===== config.mk =====
export PLATFORM = sky130hd
export DESIGN_NAME = event_slot_signal_table_top
export DESIGN_NICKNAME = d
export VERILOG_FILES = /design/src/esst_pkg.sv /design/src/event_slot_signal_table_top.sv /design/src/esst_ram.sv /design/src/esst_emit.sv /design/src/esst_ctrl.sv
export SDC_FILE = /design/constraint.sdc
export NUM_CORES = 2
export LEC_CHECK = 0
export BUFFER_PORTS_ARGS = -buffer_cell sky130_fd_sc_hd__buf_2
export CORE_UTILIZATION = 25
export CTS_CLUSTER_DIAMETER = 30
export DETAILED_ROUTE_END_ITERATION = 8
export GPL_TIMING_DRIVEN = 0
export PLACE_DENSITY = 0.45
export SYNTH_ARGS = -nofsm -noshare
export SYNTH_HDL_FRONTEND = slang
export SYNTH_SLANG_ARGS = --single-unit

===== constraint.sdc =====
create_clock -name clk -period 15.5 [get_ports clk]
set_input_delay 0.775 -clock clk [delete_from_list [all_inputs] [get_ports clk]]
set_output_delay 0.775 -clock clk [all_outputs]
set_load 0.01 [all_outputs]

===== src/esst_pkg.sv =====
`default_nettype none
package esst_pkg;

	localparam int SLOT_ENTRIES_DEF       = 16;
	localparam int SIGNAL_ENTRIES_DEF     = 16;
	localparam int EVENTS_PER_MESSAGE_DEF = 32;

	localparam int COUNT_W = 5;

	localparam logic [3:0] OP_TICK      = 4'd0;
	localparam logic [3:0] OP_EVENT_RX  = 4'd1;
	localparam logic [3:0] OP_SLOT_REQ  = 4'd2;
	localparam logic [3:0] OP_SIG_REQ   = 4'd3;
	localparam logic [3:0] OP_SLOT_ALL  = 4'd4;
	localparam logic [3:0] OP_SIG_ALL   = 4'd5;
	localparam logic [3:0] OP_SET_IDX   = 4'd6;
	localparam logic [3:0] OP_SET_CH    = 4'd7;
	localparam logic [3:0] OP_LOAD_SLOT = 4'd8;
	localparam logic [3:0] OP_LOAD_SIG  = 4'd9;
	localparam logic [3:0] OP_QUERY_IDX = 4'd10;
	localparam logic [3:0] OP_QUERY_CH  = 4'd11;
	localparam logic [3:0] OP_SEND_NOW  = 4'd12;

	localparam logic [2:0] KIND_ANSWER  = 3'd0;
	localparam logic [2:0] KIND_STATE   = 3'd1;
	localparam logic [2:0] KIND_SLOT_RP = 3'd2;
	localparam logic [2:0] KIND_SIG_RP  = 3'd3;
	localparam logic [2:0] KIND_EVENT   = 3'd4;

	localparam logic REG_SLOT_COUNT = 1'b0;
	localparam logic REG_SIG_COUNT  = 1'b1;

	typedef struct packed {
		logic [3:0]  operation;
		logic [3:0]  entry_index;
		logic [15:0] channel;
		logic [15:0] period_ms;
		logic        state_bit;
		logic        tx_ready;
	} item_t;

	typedef struct packed {
		logic [2:0]  kind;
		logic [15:0] out_channel;
		logic [15:0] out_period;
		logic        out_state;
		logic        found;
		logic        message_end;
		logic        last;
	} result_t;

	typedef struct packed {
		logic    push;
		logic    fin;
		result_t res;
	} emit_req_t;

	typedef enum logic [2:0] {
		S_IDLE,
		S_DISP,
		S_RD,
		S_EV,
		S_ANS,
		S_FIN
	} state_t;

	typedef enum logic [2:0] {
		P_AGE_SLOT,
		P_AGE_SIG,
		P_REP_SLOT,
		P_REP_SIG,
		P_EVENT,
		P_SEARCH_SLOT,
		P_SEARCH_SIG,
		P_INDEX
	} phase_t;

endpackage
`default_nettype wire


===== src/event_slot_signal_table_top.sv =====
`default_nettype none
// Event slot and signal table. Each item runs through a sequencer that walks
// the table memories one entry at a time, with a read step per entry visited
// and an update step where the entry needs one. A tick ages both tables and,
// if tx_ready is set, then sends the first pending slot report, the first
// pending signal report and the pending events. Loads, bulk requests and
// unknown operations go straight from dispatch to the answer.
// Results pass through a hold register and a one-entry output register; the last
// flag marks the final result of an item. The table memories need no clearing after reset.
module event_slot_signal_table_top #(
	parameter int SLOT_ENTRIES       = esst_pkg::SLOT_ENTRIES_DEF,
	parameter int SIGNAL_ENTRIES     = esst_pkg::SIGNAL_ENTRIES_DEF,
	parameter int EVENTS_PER_MESSAGE = esst_pkg::EVENTS_PER_MESSAGE_DEF
) (
	input  wire logic                         clk,
	input  wire logic                         arst_n,
	input  wire logic                         item_valid,
	output logic                              item_ready,
	input  wire esst_pkg::item_t              item,
	output logic                              result_valid,
	input  wire logic                         result_ready,
	output esst_pkg::result_t                 result,
	input  wire logic                         cfg_valid,
	output logic                              cfg_ready,
	input  wire logic                         cfg_index,
	input  wire logic [esst_pkg::COUNT_W-1:0] cfg_data
);
	esst_pkg::emit_req_t req;
	logic                grant;

	esst_ctrl #(
		.SLOT_ENTRIES(SLOT_ENTRIES),
		.SIGNAL_ENTRIES(SIGNAL_ENTRIES),
		.EVENTS_PER_MESSAGE(EVENTS_PER_MESSAGE)
	) u_ctrl (
		.clk(clk), .arst_n(arst_n),
		.item_valid(item_valid), .item_ready(item_ready), .item(item),
		.cfg_valid(cfg_valid), .cfg_ready(cfg_ready), .cfg_index(cfg_index),
		.cfg_data(cfg_data), .req(req), .grant(grant)
	);

	esst_emit u_emit (
		.clk(clk), .arst_n(arst_n), .req(req), .grant(grant),
		.result_valid(result_valid), .result_ready(result_ready), .result(result)
	);
endmodule
`default_nettype wire


===== src/esst_ram.sv =====
`default_nettype none
module esst_ram #(
	parameter int W = 16,
	parameter int D = 16
) (
	input  wire logic                          clk,
	input  wire logic                          we,
	input  wire logic [((D > 1) ? $clog2(D) : 1)-1:0] waddr,
	input  wire logic [W-1:0]                  wdata,
	input  wire logic [((D > 1) ? $clog2(D) : 1)-1:0] raddr,
	output logic      [W-1:0]                  rdata
);
	logic [W-1:0] mem [D];

	always_ff @(posedge clk) begin
		if (we) begin
			mem[waddr] <= wdata;
		end
		rdata <= mem[raddr];
	end
endmodule
`default_nettype wire


===== src/esst_emit.sv =====
`default_nettype none
module esst_emit (
	input  wire logic                clk,
	input  wire logic                arst_n,
	input  wire esst_pkg::emit_req_t req,
	output logic                     grant,
	output logic                     result_valid,
	input  wire logic                result_ready,
	output esst_pkg::result_t        result
);
	// One result is held back so that the last flag can be set once the item is done.
	logic               hv_q;
	esst_pkg::result_t  hold_q;
	logic               out_free;
	logic               load;
	esst_pkg::result_t  load_data;

	assign out_free = !result_valid || result_ready;

	always_comb begin
		grant     = 1'b0;
		load      = 1'b0;
		load_data = hold_q;
		load_data.last = 1'b0;
		if (req.push) begin
			grant = !hv_q || out_free;
			load  = hv_q && out_free;
		end else if (req.fin) begin
			grant = !hv_q || out_free;
			load  = hv_q && out_free;
			load_data.last = 1'b1;
			if (hold_q.kind == esst_pkg::KIND_EVENT) begin
				load_data.message_end = 1'b1;
			end
		end
	end

	always_ff @(posedge clk or negedge arst_n) begin
		if (!arst_n) begin
			hv_q         <= 1'b0;
			result_valid <= 1'b0;
		end else begin
			if (load) begin
				result_valid <= 1'b1;
			end else if (result_ready) begin
				result_valid <= 1'b0;
			end
			if (req.push && grant) begin
				hv_q <= 1'b1;
			end else if (req.fin && grant) begin
				hv_q <= 1'b0;
			end
		end
	end

	always_ff @(posedge clk) begin
		if (load) begin
			result <= load_data;
		end
		if (req.push && grant) begin
			hold_q <= req.res;
		end
	end
endmodule
`default_nettype wire


===== src/esst_ctrl.sv =====
`default_nettype none
module esst_ctrl #(
	parameter int SLOT_ENTRIES       = esst_pkg::SLOT_ENTRIES_DEF,
	parameter int SIGNAL_ENTRIES     = esst_pkg::SIGNAL_ENTRIES_DEF,
	parameter int EVENTS_PER_MESSAGE = esst_pkg::EVENTS_PER_MESSAGE_DEF
) (
	input  wire logic                clk,
	input  wire logic                arst_n,
	input  wire logic                item_valid,
	output logic                     item_ready,
	input  wire esst_pkg::item_t     item,
	input  wire logic                cfg_valid,
	output logic                     cfg_ready,
	input  wire logic                cfg_index,
	input  wire logic [esst_pkg::COUNT_W-1:0] cfg_data,
	output esst_pkg::emit_req_t      req,
	input  wire logic                grant
);
	localparam int S    = SLOT_ENTRIES;
	localparam int G    = SIGNAL_ENTRIES;
	localparam int MAXE = (S > G) ? S : G;
	localparam int CW   = $clog2(MAXE + 1);
	localparam int SAW  = (S > 1) ? $clog2(S) : 1;
	localparam int GAW  = (G > 1) ? $clog2(G) : 1;
	localparam int NW   = $clog2(EVENTS_PER_MESSAGE + 1);

	esst_pkg::state_t state_q, state_d;
	esst_pkg::phase_t phase_q, phase_d;
	esst_pkg::item_t  item_q;
	logic [CW-1:0]    i_q, i_d;
	logic [NW-1:0]    cnt_q, cnt_d;
	logic [15:0]      ans_ch_q, ans_ch_d;
	logic             ans_st_q, ans_st_d;
	logic             ans_fnd_q, ans_fnd_d;

	logic [S-1:0] s_act_q, s_act_d, s_rp_q, s_rp_d, s_evld_q, s_evld_d;
	logic [G-1:0] g_act_q, g_act_d, g_rp_q, g_rp_d, g_ev_q, g_ev_d, g_evld_q, g_evld_d;

	logic [esst_pkg::COUNT_W-1:0] slot_count_q, sig_count_q;
	logic [CW-1:0] s_used, g_used, lim;

	logic [SAW-1:0] sa, s_waddr;
	logic [GAW-1:0] ga, g_waddr;
	logic           sram_we, gram_we, sel_we, gel_we;
	logic [31:0]    s_rd, g_rd;
	logic [15:0]    sel_rd, gel_rd, sel_wdata, gel_wdata;

	logic [15:0] e_cur, e_inc, e_new, per_cur, el_rd;
	logic        el_vld, fire;
	logic        mend;

	assign sa = i_q[SAW-1:0];
	assign ga = i_q[GAW-1:0];
	assign cfg_ready = 1'b1;

	assign s_used = (7'(slot_count_q) > 7'(S)) ? CW'(S) : CW'(slot_count_q);
	assign g_used = (7'(sig_count_q) > 7'(G)) ? CW'(G) : CW'(sig_count_q);

	esst_ram #(.W(32), .D(S)) u_slot_tab (
		.clk(clk), .we(sram_we), .waddr(s_waddr),
		.wdata({item_q.channel, item_q.period_ms}), .raddr(sa), .rdata(s_rd)
	);
	esst_ram #(.W(32), .D(G)) u_sig_tab (
		.clk(clk), .we(gram_we), .waddr(g_waddr),
		.wdata({item_q.channel, item_q.period_ms}), .raddr(ga), .rdata(g_rd)
	);
	esst_ram #(.W(16), .D(S)) u_slot_el (
		.clk(clk), .we(sel_we), .waddr(sa), .wdata(sel_wdata), .raddr(sa), .rdata(sel_rd)
	);
	esst_ram #(.W(16), .D(G)) u_sig_el (
		.clk(clk), .we(gel_we), .waddr(ga), .wdata(gel_wdata), .raddr(ga), .rdata(gel_rd)
	);

	// Timer aging shared by both tables.
	always_comb begin
		if (phase_q == esst_pkg::P_AGE_SLOT) begin
			el_rd   = sel_rd;
			el_vld  = s_evld_q[sa];
			per_cur = s_rd[15:0];
		end else begin
			el_rd   = gel_rd;
			el_vld  = g_evld_q[ga];
			per_cur = g_rd[15:0];
		end
		e_cur = el_vld ? el_rd : 16'd0;
		e_inc = (e_cur == 16'hFFFF) ? e_cur : e_cur + 16'd1;
		fire  = e_inc >= per_cur;
		e_new = fire ? 16'd0 : e_inc;
	end

	assign mend = (cnt_q == NW'(EVENTS_PER_MESSAGE - 1));

	always_comb begin
		case (phase_q)
			esst_pkg::P_AGE_SLOT, esst_pkg::P_REP_SLOT, esst_pkg::P_SEARCH_SLOT: lim = s_used;
			default: lim = g_used;
		endcase
	end

	always_comb begin
		state_d   = state_q;
		phase_d   = phase_q;
		i_d       = i_q;
		cnt_d     = cnt_q;
		ans_ch_d  = ans_ch_q;
		ans_st_d  = ans_st_q;
		ans_fnd_d = ans_fnd_q;
		s_act_d   = s_act_q;
		s_rp_d    = s_rp_q;
		s_evld_d  = s_evld_q;
		g_act_d   = g_act_q;
		g_rp_d    = g_rp_q;
		g_ev_d    = g_ev_q;
		g_evld_d  = g_evld_q;
		item_ready = 1'b0;
		req       = '0;
		sram_we   = 1'b0;
		gram_we   = 1'b0;
		sel_we    = 1'b0;
		gel_we    = 1'b0;
		sel_wdata = e_new;
		gel_wdata = e_new;
		s_waddr   = sa;
		g_waddr   = ga;

		case (state_q)
			esst_pkg::S_IDLE: begin
				item_ready = 1'b1;
				if (item_valid) begin
					state_d = esst_pkg::S_DISP;
				end
			end
			esst_pkg::S_DISP: begin
				i_d       = '0;
				ans_ch_d  = item_q.channel;
				ans_st_d  = 1'b0;
				ans_fnd_d = 1'b0;
				state_d   = esst_pkg::S_ANS;
				case (item_q.operation)
					esst_pkg::OP_TICK: begin
						phase_d = esst_pkg::P_AGE_SLOT;
						state_d = esst_pkg::S_RD;
					end
					esst_pkg::OP_EVENT_RX, esst_pkg::OP_SLOT_REQ, esst_pkg::OP_QUERY_CH: begin
						phase_d = esst_pkg::P_SEARCH_SLOT;
						state_d = esst_pkg::S_RD;
					end
					esst_pkg::OP_SIG_REQ, esst_pkg::OP_SET_CH: begin
						phase_d = esst_pkg::P_SEARCH_SIG;
						state_d = esst_pkg::S_RD;
					end
					esst_pkg::OP_SLOT_ALL: begin
						for (int k = 0; k < S; k++) begin
							if (CW'(k) < s_used) begin
								s_rp_d[k] = 1'b1;
							end
						end
						ans_fnd_d = 1'b1;
					end
					esst_pkg::OP_SIG_ALL: begin
						for (int k = 0; k < G; k++) begin
							if (CW'(k) < g_used) begin
								g_rp_d[k] = 1'b1;
							end
						end
						ans_fnd_d = 1'b1;
					end
					esst_pkg::OP_SET_IDX, esst_pkg::OP_SEND_NOW: begin
						if (7'(item_q.entry_index) < 7'(g_used) &&
						    (item_q.tx_ready || item_q.operation == esst_pkg::OP_SET_IDX)) begin
							i_d     = CW'(item_q.entry_index);
							phase_d = esst_pkg::P_INDEX;
							state_d = esst_pkg::S_RD;
						end
					end
					esst_pkg::OP_QUERY_IDX: begin
						if (7'(item_q.entry_index) < 7'(s_used)) begin
							i_d     = CW'(item_q.entry_index);
							phase_d = esst_pkg::P_INDEX;
							state_d = esst_pkg::S_RD;
						end
					end
					esst_pkg::OP_LOAD_SLOT: begin
						s_waddr = SAW'(item_q.entry_index);
						if (7'(item_q.entry_index) < 7'(S)) begin
							sram_we   = 1'b1;
							ans_fnd_d = 1'b1;
						end
					end
					esst_pkg::OP_LOAD_SIG: begin
						g_waddr = GAW'(item_q.entry_index);
						if (7'(item_q.entry_index) < 7'(G)) begin
							gram_we   = 1'b1;
							ans_fnd_d = 1'b1;
						end
					end
					default: begin
					end
				endcase
			end
			esst_pkg::S_RD: begin
				if (phase_q == esst_pkg::P_INDEX) begin
					state_d = esst_pkg::S_EV;
				end else if (i_q >= lim) begin
					i_d = '0;
					case (phase_q)
						esst_pkg::P_AGE_SLOT: phase_d = esst_pkg::P_AGE_SIG;
						esst_pkg::P_AGE_SIG: begin
							if (item_q.tx_ready) begin
								phase_d = esst_pkg::P_REP_SLOT;
							end else begin
								state_d = esst_pkg::S_FIN;
							end
						end
						esst_pkg::P_REP_SLOT: phase_d = esst_pkg::P_REP_SIG;
						esst_pkg::P_REP_SIG: begin
							phase_d = esst_pkg::P_EVENT;
							cnt_d   = '0;
						end
						esst_pkg::P_EVENT: state_d = esst_pkg::S_FIN;
						default: state_d = esst_pkg::S_ANS;
					endcase
				end else if ((phase_q == esst_pkg::P_REP_SLOT && !s_rp_q[sa]) ||
				             (phase_q == esst_pkg::P_REP_SIG && !g_rp_q[ga]) ||
				             (phase_q == esst_pkg::P_EVENT && !g_ev_q[ga]) ||
				             (phase_q == esst_pkg::P_AGE_SIG && !g_act_q[ga])) begin
					i_d = i_q + CW'(1);
				end else begin
					state_d = esst_pkg::S_EV;
				end
			end
			esst_pkg::S_EV: begin
				case (phase_q)
					esst_pkg::P_AGE_SLOT: begin
						req.res.kind        = esst_pkg::KIND_STATE;
						req.res.out_channel = s_rd[31:16];
						req.res.found       = 1'b1;
						req.push            = fire && s_act_q[sa];
						if (!req.push || grant) begin
							sel_we      = 1'b1;
							s_evld_d[sa] = 1'b1;
							if (fire) begin
								s_act_d[sa] = 1'b0;
							end
							i_d     = i_q + CW'(1);
							state_d = esst_pkg::S_RD;
						end
					end
					esst_pkg::P_AGE_SIG: begin
						gel_we       = 1'b1;
						g_evld_d[ga] = 1'b1;
						if (fire) begin
							g_ev_d[ga] = 1'b1;
						end
						i_d     = i_q + CW'(1);
						state_d = esst_pkg::S_RD;
					end
					esst_pkg::P_REP_SLOT: begin
						req.push            = 1'b1;
						req.res.kind        = esst_pkg::KIND_SLOT_RP;
						req.res.out_channel = s_rd[31:16];
						req.res.out_period  = s_rd[15:0];
						req.res.found       = 1'b1;
						if (grant) begin
							s_rp_d[sa] = 1'b0;
							i_d        = lim;
							state_d    = esst_pkg::S_RD;
						end
					end
					esst_pkg::P_REP_SIG: begin
						req.push            = 1'b1;
						req.res.kind        = esst_pkg::KIND_SIG_RP;
						req.res.out_channel = g_rd[31:16];
						req.res.out_period  = g_rd[15:0];
						req.res.found       = 1'b1;
						if (grant) begin
							g_rp_d[ga] = 1'b0;
							i_d        = lim;
							state_d    = esst_pkg::S_RD;
						end
					end
					esst_pkg::P_EVENT: begin
						req.push            = 1'b1;
						req.res.kind        = esst_pkg::KIND_EVENT;
						req.res.out_channel = g_rd[31:16];
						req.res.found       = 1'b1;
						req.res.message_end = mend;
						if (grant) begin
							g_ev_d[ga] = 1'b0;
							cnt_d      = mend ? '0 : cnt_q + NW'(1);
							i_d        = i_q + CW'(1);
							state_d    = esst_pkg::S_RD;
						end
					end
					esst_pkg::P_SEARCH_SLOT: begin
						if (s_rd[31:16] == item_q.channel) begin
							ans_fnd_d = 1'b1;
							ans_st_d  = s_act_q[sa];
							case (item_q.operation)
								esst_pkg::OP_EVENT_RX: begin
									req.res.kind        = esst_pkg::KIND_STATE;
									req.res.out_channel = s_rd[31:16];
									req.res.out_state   = 1'b1;
									req.res.found       = 1'b1;
									req.push            = !s_act_q[sa];
									ans_st_d            = 1'b0;
									if (!req.push || grant) begin
										sel_wdata    = 16'd0;
										sel_we       = 1'b1;
										s_evld_d[sa] = 1'b1;
										s_act_d[sa]  = 1'b1;
										state_d      = esst_pkg::S_ANS;
									end
								end
								esst_pkg::OP_SLOT_REQ: begin
									s_rp_d[sa] = 1'b1;
									ans_st_d   = 1'b0;
									state_d    = esst_pkg::S_ANS;
								end
								default: state_d = esst_pkg::S_ANS;
							endcase
						end else begin
							i_d     = i_q + CW'(1);
							state_d = esst_pkg::S_RD;
						end
					end
					esst_pkg::P_SEARCH_SIG: begin
						if (g_rd[31:16] == item_q.channel) begin
							ans_fnd_d = 1'b1;
							if (item_q.operation == esst_pkg::OP_SIG_REQ) begin
								g_rp_d[ga] = 1'b1;
							end else begin
								g_act_d[ga] = item_q.state_bit;
							end
							state_d = esst_pkg::S_ANS;
						end else begin
							i_d     = i_q + CW'(1);
							state_d = esst_pkg::S_RD;
						end
					end
					default: begin
						// indexed access, entry already checked
						ans_fnd_d = 1'b1;
						case (item_q.operation)
							esst_pkg::OP_QUERY_IDX: begin
								ans_ch_d = s_rd[31:16];
								ans_st_d = s_act_q[sa];
								state_d  = esst_pkg::S_ANS;
							end
							esst_pkg::OP_SET_IDX: begin
								ans_ch_d    = g_rd[31:16];
								g_act_d[ga] = item_q.state_bit;
								state_d     = esst_pkg::S_ANS;
							end
							default: begin
								req.push            = 1'b1;
								req.res.kind        = esst_pkg::KIND_EVENT;
								req.res.out_channel = g_rd[31:16];
								req.res.found       = 1'b1;
								req.res.message_end = 1'b1;
								ans_ch_d            = g_rd[31:16];
								if (grant) begin
									state_d = esst_pkg::S_ANS;
								end
							end
						endcase
					end
				endcase
			end
			esst_pkg::S_ANS: begin
				req.push            = 1'b1;
				req.res.kind        = esst_pkg::KIND_ANSWER;
				req.res.out_channel = ans_ch_q;
				req.res.out_state   = ans_st_q;
				req.res.found       = ans_fnd_q;
				if (grant) begin
					state_d = esst_pkg::S_FIN;
				end
			end
			esst_pkg::S_FIN: begin
				req.fin = 1'b1;
				if (grant) begin
					state_d = esst_pkg::S_IDLE;
				end
			end
			default: state_d = esst_pkg::S_IDLE;
		endcase
	end

	always_ff @(posedge clk or negedge arst_n) begin
		if (!arst_n) begin
			state_q      <= esst_pkg::S_IDLE;
			phase_q      <= esst_pkg::P_AGE_SLOT;
			cnt_q        <= '0;
			s_act_q      <= '0;
			s_rp_q       <= '0;
			s_evld_q     <= '0;
			g_act_q      <= '0;
			g_rp_q       <= '0;
			g_ev_q       <= '0;
			g_evld_q     <= '0;
			slot_count_q <= '0;
			sig_count_q  <= '0;
		end else begin
			state_q  <= state_d;
			phase_q  <= phase_d;
			cnt_q    <= cnt_d;
			s_act_q  <= s_act_d;
			s_rp_q   <= s_rp_d;
			s_evld_q <= s_evld_d;
			g_act_q  <= g_act_d;
			g_rp_q   <= g_rp_d;
			g_ev_q   <= g_ev_d;
			g_evld_q <= g_evld_d;
			if (cfg_valid && cfg_ready) begin
				if (cfg_index == esst_pkg::REG_SLOT_COUNT) begin
					slot_count_q <= cfg_data;
				end else begin
					sig_count_q <= cfg_data;
				end
			end
		end
	end

	always_ff @(posedge clk) begin
		if (item_valid && item_ready) begin
			item_q <= item;
		end
		i_q       <= i_d;
		ans_ch_q  <= ans_ch_d;
		ans_st_q  <= ans_st_d;
		ans_fnd_q <= ans_fnd_d;
	end

`ifndef NO_ASSERTIONS
	a_fin_done: assert property (@(posedge clk) disable iff (!arst_n)
		(state_q == esst_pkg::S_FIN && grant) |=> state_q == esst_pkg::S_IDLE)
		else $error("finish did not return to idle");
	a_idle_quiet: assert property (@(posedge clk) disable iff (!arst_n)
		state_q == esst_pkg::S_IDLE |-> !(req.push || req.fin))
		else $error("emit request while idle");
	a_tick_no_answer: assert property (@(posedge clk) disable iff (!arst_n)
		state_q == esst_pkg::S_ANS |-> item_q.operation != esst_pkg::OP_TICK)
		else $error("tick produced an answer");
`endif
endmodule
`default_nettype wire


==> summary.txt <==
Placed design
  • Gpl congestion: 0.852
  • Pre-CTS setup slack: 5840 ps
  • Hpwl dp: 155 mm
  • Port bufs: 93

Outcome
  • Status: complete, but fails checks
  • Failing checks: max-capacitance violations, max-slew violations

Die
  • Die Width: 550 um
  • # IOs: 95
  • DIE AREA: 303000 sq um
  • DIE HEIGHT: 550 um
  • Core area: 298000 sq um
  • FP Rows: 200
  • Initial Util: 25.2%

Critical path
  • WS Path Type: register to register
  • Critical path arrival: 10140 ps
  • Critical Path Sink Type: register
  • Register-to-Register Path Depth: 19
  • Crit Path Max Fanout: 17
  • Startpoint Class: register
  • Data required, critical path: 15940 ps

Route
  • Initial DRC Count: 4137
  • Wl on met1: 105 mm
  • DRC: 0
  • Via Count: 40.9k
  • Post-DRT Antenna Nets: 0
  • Met2 WL: 113 mm
  • Met3 Routed Length: 14.5 mm
  • Wirelength, routed: 238 mm
  • DR pass1 iterations: 5
  • Highest routed layer: met4
  • Vias per cell: 4.74
  • Routed length per instance: 27.7 um

Global route
  • Total gr overflow: 0
  • Number of global-route vias before repair: 42.6k
  • Global Route Usage Sum: 15.6%
  • Largest net degree at the start of global routing: 84
  • Initial antenna violation count: 24
  • First-pass GRT wire length: 332 mm

STA
  • Relative slew slack: -8.61%
  • Max Clock Skew: 126 ps
  • Final Worst Setup Slack: 5800 ps
  • Setup TNS: 0 ps
  • RSZ-0062 raised after global routing: false
  • Fin crit share: 62.6%
  • Slew @ Worst Pin: 1620 ps
  • Max Freq: 103 MHz
  • Slew Limit Fails: 8
  • Hold Violations, Final: 0
  • Tmin final: 9700 ps
  • Final setup viols: 0

Yosys
  • Post-synth top cells: edfxtp_1 (1678), mux4_2 (511), nor2_1 (175), clkbuf_1 (156), nand2_1 (139)
  • Cell area after synthesis: 75100 sq um
  • Async SR Flop Fraction: 7.12%
  • Most common cell in the synthesized netlist: edfxtp_1
  • Syn_nets: 3865
  • Avg Inst Size Synth: 19.9 sq um
  • Synth Instances: 3779
  • Synthesis-stage register bit count: 1910
  • Most used DFF post-synth: edfxtp_1
  • Largest cells by area after synthesis: edfxtp_1 (67%), mux4_2 (15%), dfrtp_1 (4.5%)
  • EDFF count, synth: 1678
  • Yosys cell types: 76
  • Cell taking the most area after synthesis: edfxtp_1
  • Post-synth top area share: 67.1%
  • Syn. warnings: 0
  • Seq/Total Area, Yosys: 74.2%

Clock network
  • Clk sinks: 1910
  • Htree depth: 5
  • CTS Buf Count: 395
  • Clk_lat worst skew: 920 ps
  • # resized after CTS: 0
  • TritonCTS clock tree: done
  • CTS clock-pin slew for the worst setup and hold paths: 50 ps
  • Clk root buf: clkbuf_16
  • Max Root-Sink Buffers: 4
  • Post-CTS Setup Inserts: 0
  • Hold_buf cts: 12

Worst hold path
  • Hold Path Cell Cnt: 1
  • Worst min path class: input port to register

Finish
  • Layout Nets: 4426
  • Proportion of layout cells with a drive suffix above 1: 32.1%
  • Layout area overhead: 27.9%

Pwr
  • Worst-case vdd ir drop: 99.3 uV
  • Power per cell area: 212 nW/um^2
  • Pleak: 31.4 nW

Run
  • Max Cap Violations: 1
[registers in the layout (all words and copies together), names as in the netlist, 5 cells and up, named ones only]
signal and count:
u_ctrl.s_evld_q 16, u_ctrl.u_sig_el.rdata 16, u_ctrl.g_act_q 16, u_ctrl.u_slot_tab.mem 512, u_ctrl.item_q 42, u_emit.result 39
u_ctrl.u_slot_el.mem 256, u_ctrl.cnt_q 6, u_ctrl.u_slot_el.rdata 16, u_ctrl.ans_ch_q 16, u_ctrl.u_sig_tab.rdata 32, u_ctrl.s_rp_q 16
u_ctrl.i_q 5, u_ctrl.u_sig_tab.mem 512, u_ctrl.sig_count_q 5, u_emit.hold_q 38, u_ctrl.u_slot_tab.rdata 32, u_ctrl.u_sig_el.mem 256
u_ctrl.g_rp_q 16, u_ctrl.g_evld_q 16, u_ctrl.slot_count_q 5
[where the power goes]
group          internal (W)  total [W]  switching (W)
clock network       0.00579    0.00859        0.00280
registers           0.00642    0.00682       0.000399
logic               0.00188    0.00496        0.00307
total                0.0141     0.0204        0.00627
[cells in the final DEF (no fill, tap or decap), types with 69 or more instances in the layout]
| cell | synthesis | routed |
|---|---|---|
| clkbuf_16 | 0 | 400 |
| clkinv_2 | 0 | 69 |
| nor2_1 | 175 | 109 |
| a21oi_1 | 101 | 99 |
| dfxtp_1 | 96 | 96 |
| clkbuf_1 | 156 | 207 |
| buf_2 | 23 | 116 |
| o21ai_0 | 92 | 92 |
| nand2_1 | 139 | 139 |
| dfrtp_1 | 136 | 136 |
| mux4_2 | 511 | 511 |
| edfxtp_1 | 1678 | 1678 |
[metal layers]
metal	track usage (%)	vias up
met3	2.88	380
met5	0	-
li1	-	16900
met2	25.3	1482
met1	21.3	22200
met4	4.37	0
[critical path, cell delays in order, from the launching register on]
cell,delay (ps)
dfrtp_1,410
clkbuf_1,260
nor3_2,890
clkbuf_1,590
clkbuf_1,1100
nand2_1,130
a21oi_1,220
ha_1,320
o2111ai_1,200
clkbuf_1,280
nor2_1,250
xor2_1,480
ha_1,330
nand2b_1,140
a2111o_1,430
a32o_1,310
nor3_1,860
o221ai_1,780
buf_2,520
nor2_4,750
[path summary, 6_finish.rpt]
path                              startpoint                          end  slack, ps
max                        u_ctrl.phase_q[2]  u_ctrl.u_slot_el.mem[11][6]       5800
min                                 item[24]            u_ctrl.item_q[24]         70
max reg2reg                u_ctrl.phase_q[2]  u_ctrl.u_slot_el.mem[11][6]       5800
min reg2reg                 u_emit.hold_q[2]             u_emit.result[2]        400
max in group asynchronous             arst_n              u_ctrl.cnt_q[0]      14120
min in group asynchronous             arst_n             u_ctrl.s_rp_q[0]        480
[logic make-up after synthesis]
kind of cell	after synthesis	share of synthesized area, %
fa+ha+maj	33	0.550
other cells	1	0.00499
compound gates	393	3.34
simple gates	550	3.50
xor+xnor	49	0.571
buf+inv	246	1.31
mux	597	16.5
flops	1910	74.2
[area by class of cell]
cell class / instances / area (sq um)
Antenna cell: 5 / 12.5
Fill cell: 28500 / 202000
Clock buffer: 492 / 10700
Multi-Input combinational cell: 1623 / 18900
Inverter: 25 / 93.8
Sequential cell: 1910 / 55700
Tap cell: 3939 / 4930
Clock inverter: 244 / 2970
Buffer: 221 / 901
Timing Repair Buffer: 164 / 1820
[per-stage QoR]
step / cells / util (%) / hold slack (ps) / total power (W) / area, sq um
after CTS: 8616 / 32.3 / 0.707 / 0.0205 / 96000
after floorplan: 3779 / - / 400 / 0.00972 / 75100
after global routing: 8619 / 32.3 / 22.1 / 0.0211 / 96100
after global placement: 7811 / 27.0 / 408 / 0.0118 / 80500
after detailed placement: 7868 / 27.6 / 405 / 0.0119 / 82200
final: 8623 / 32.3 / 66.4 / 0.0204 / 96100
Power figures use the tool's default switching activity.
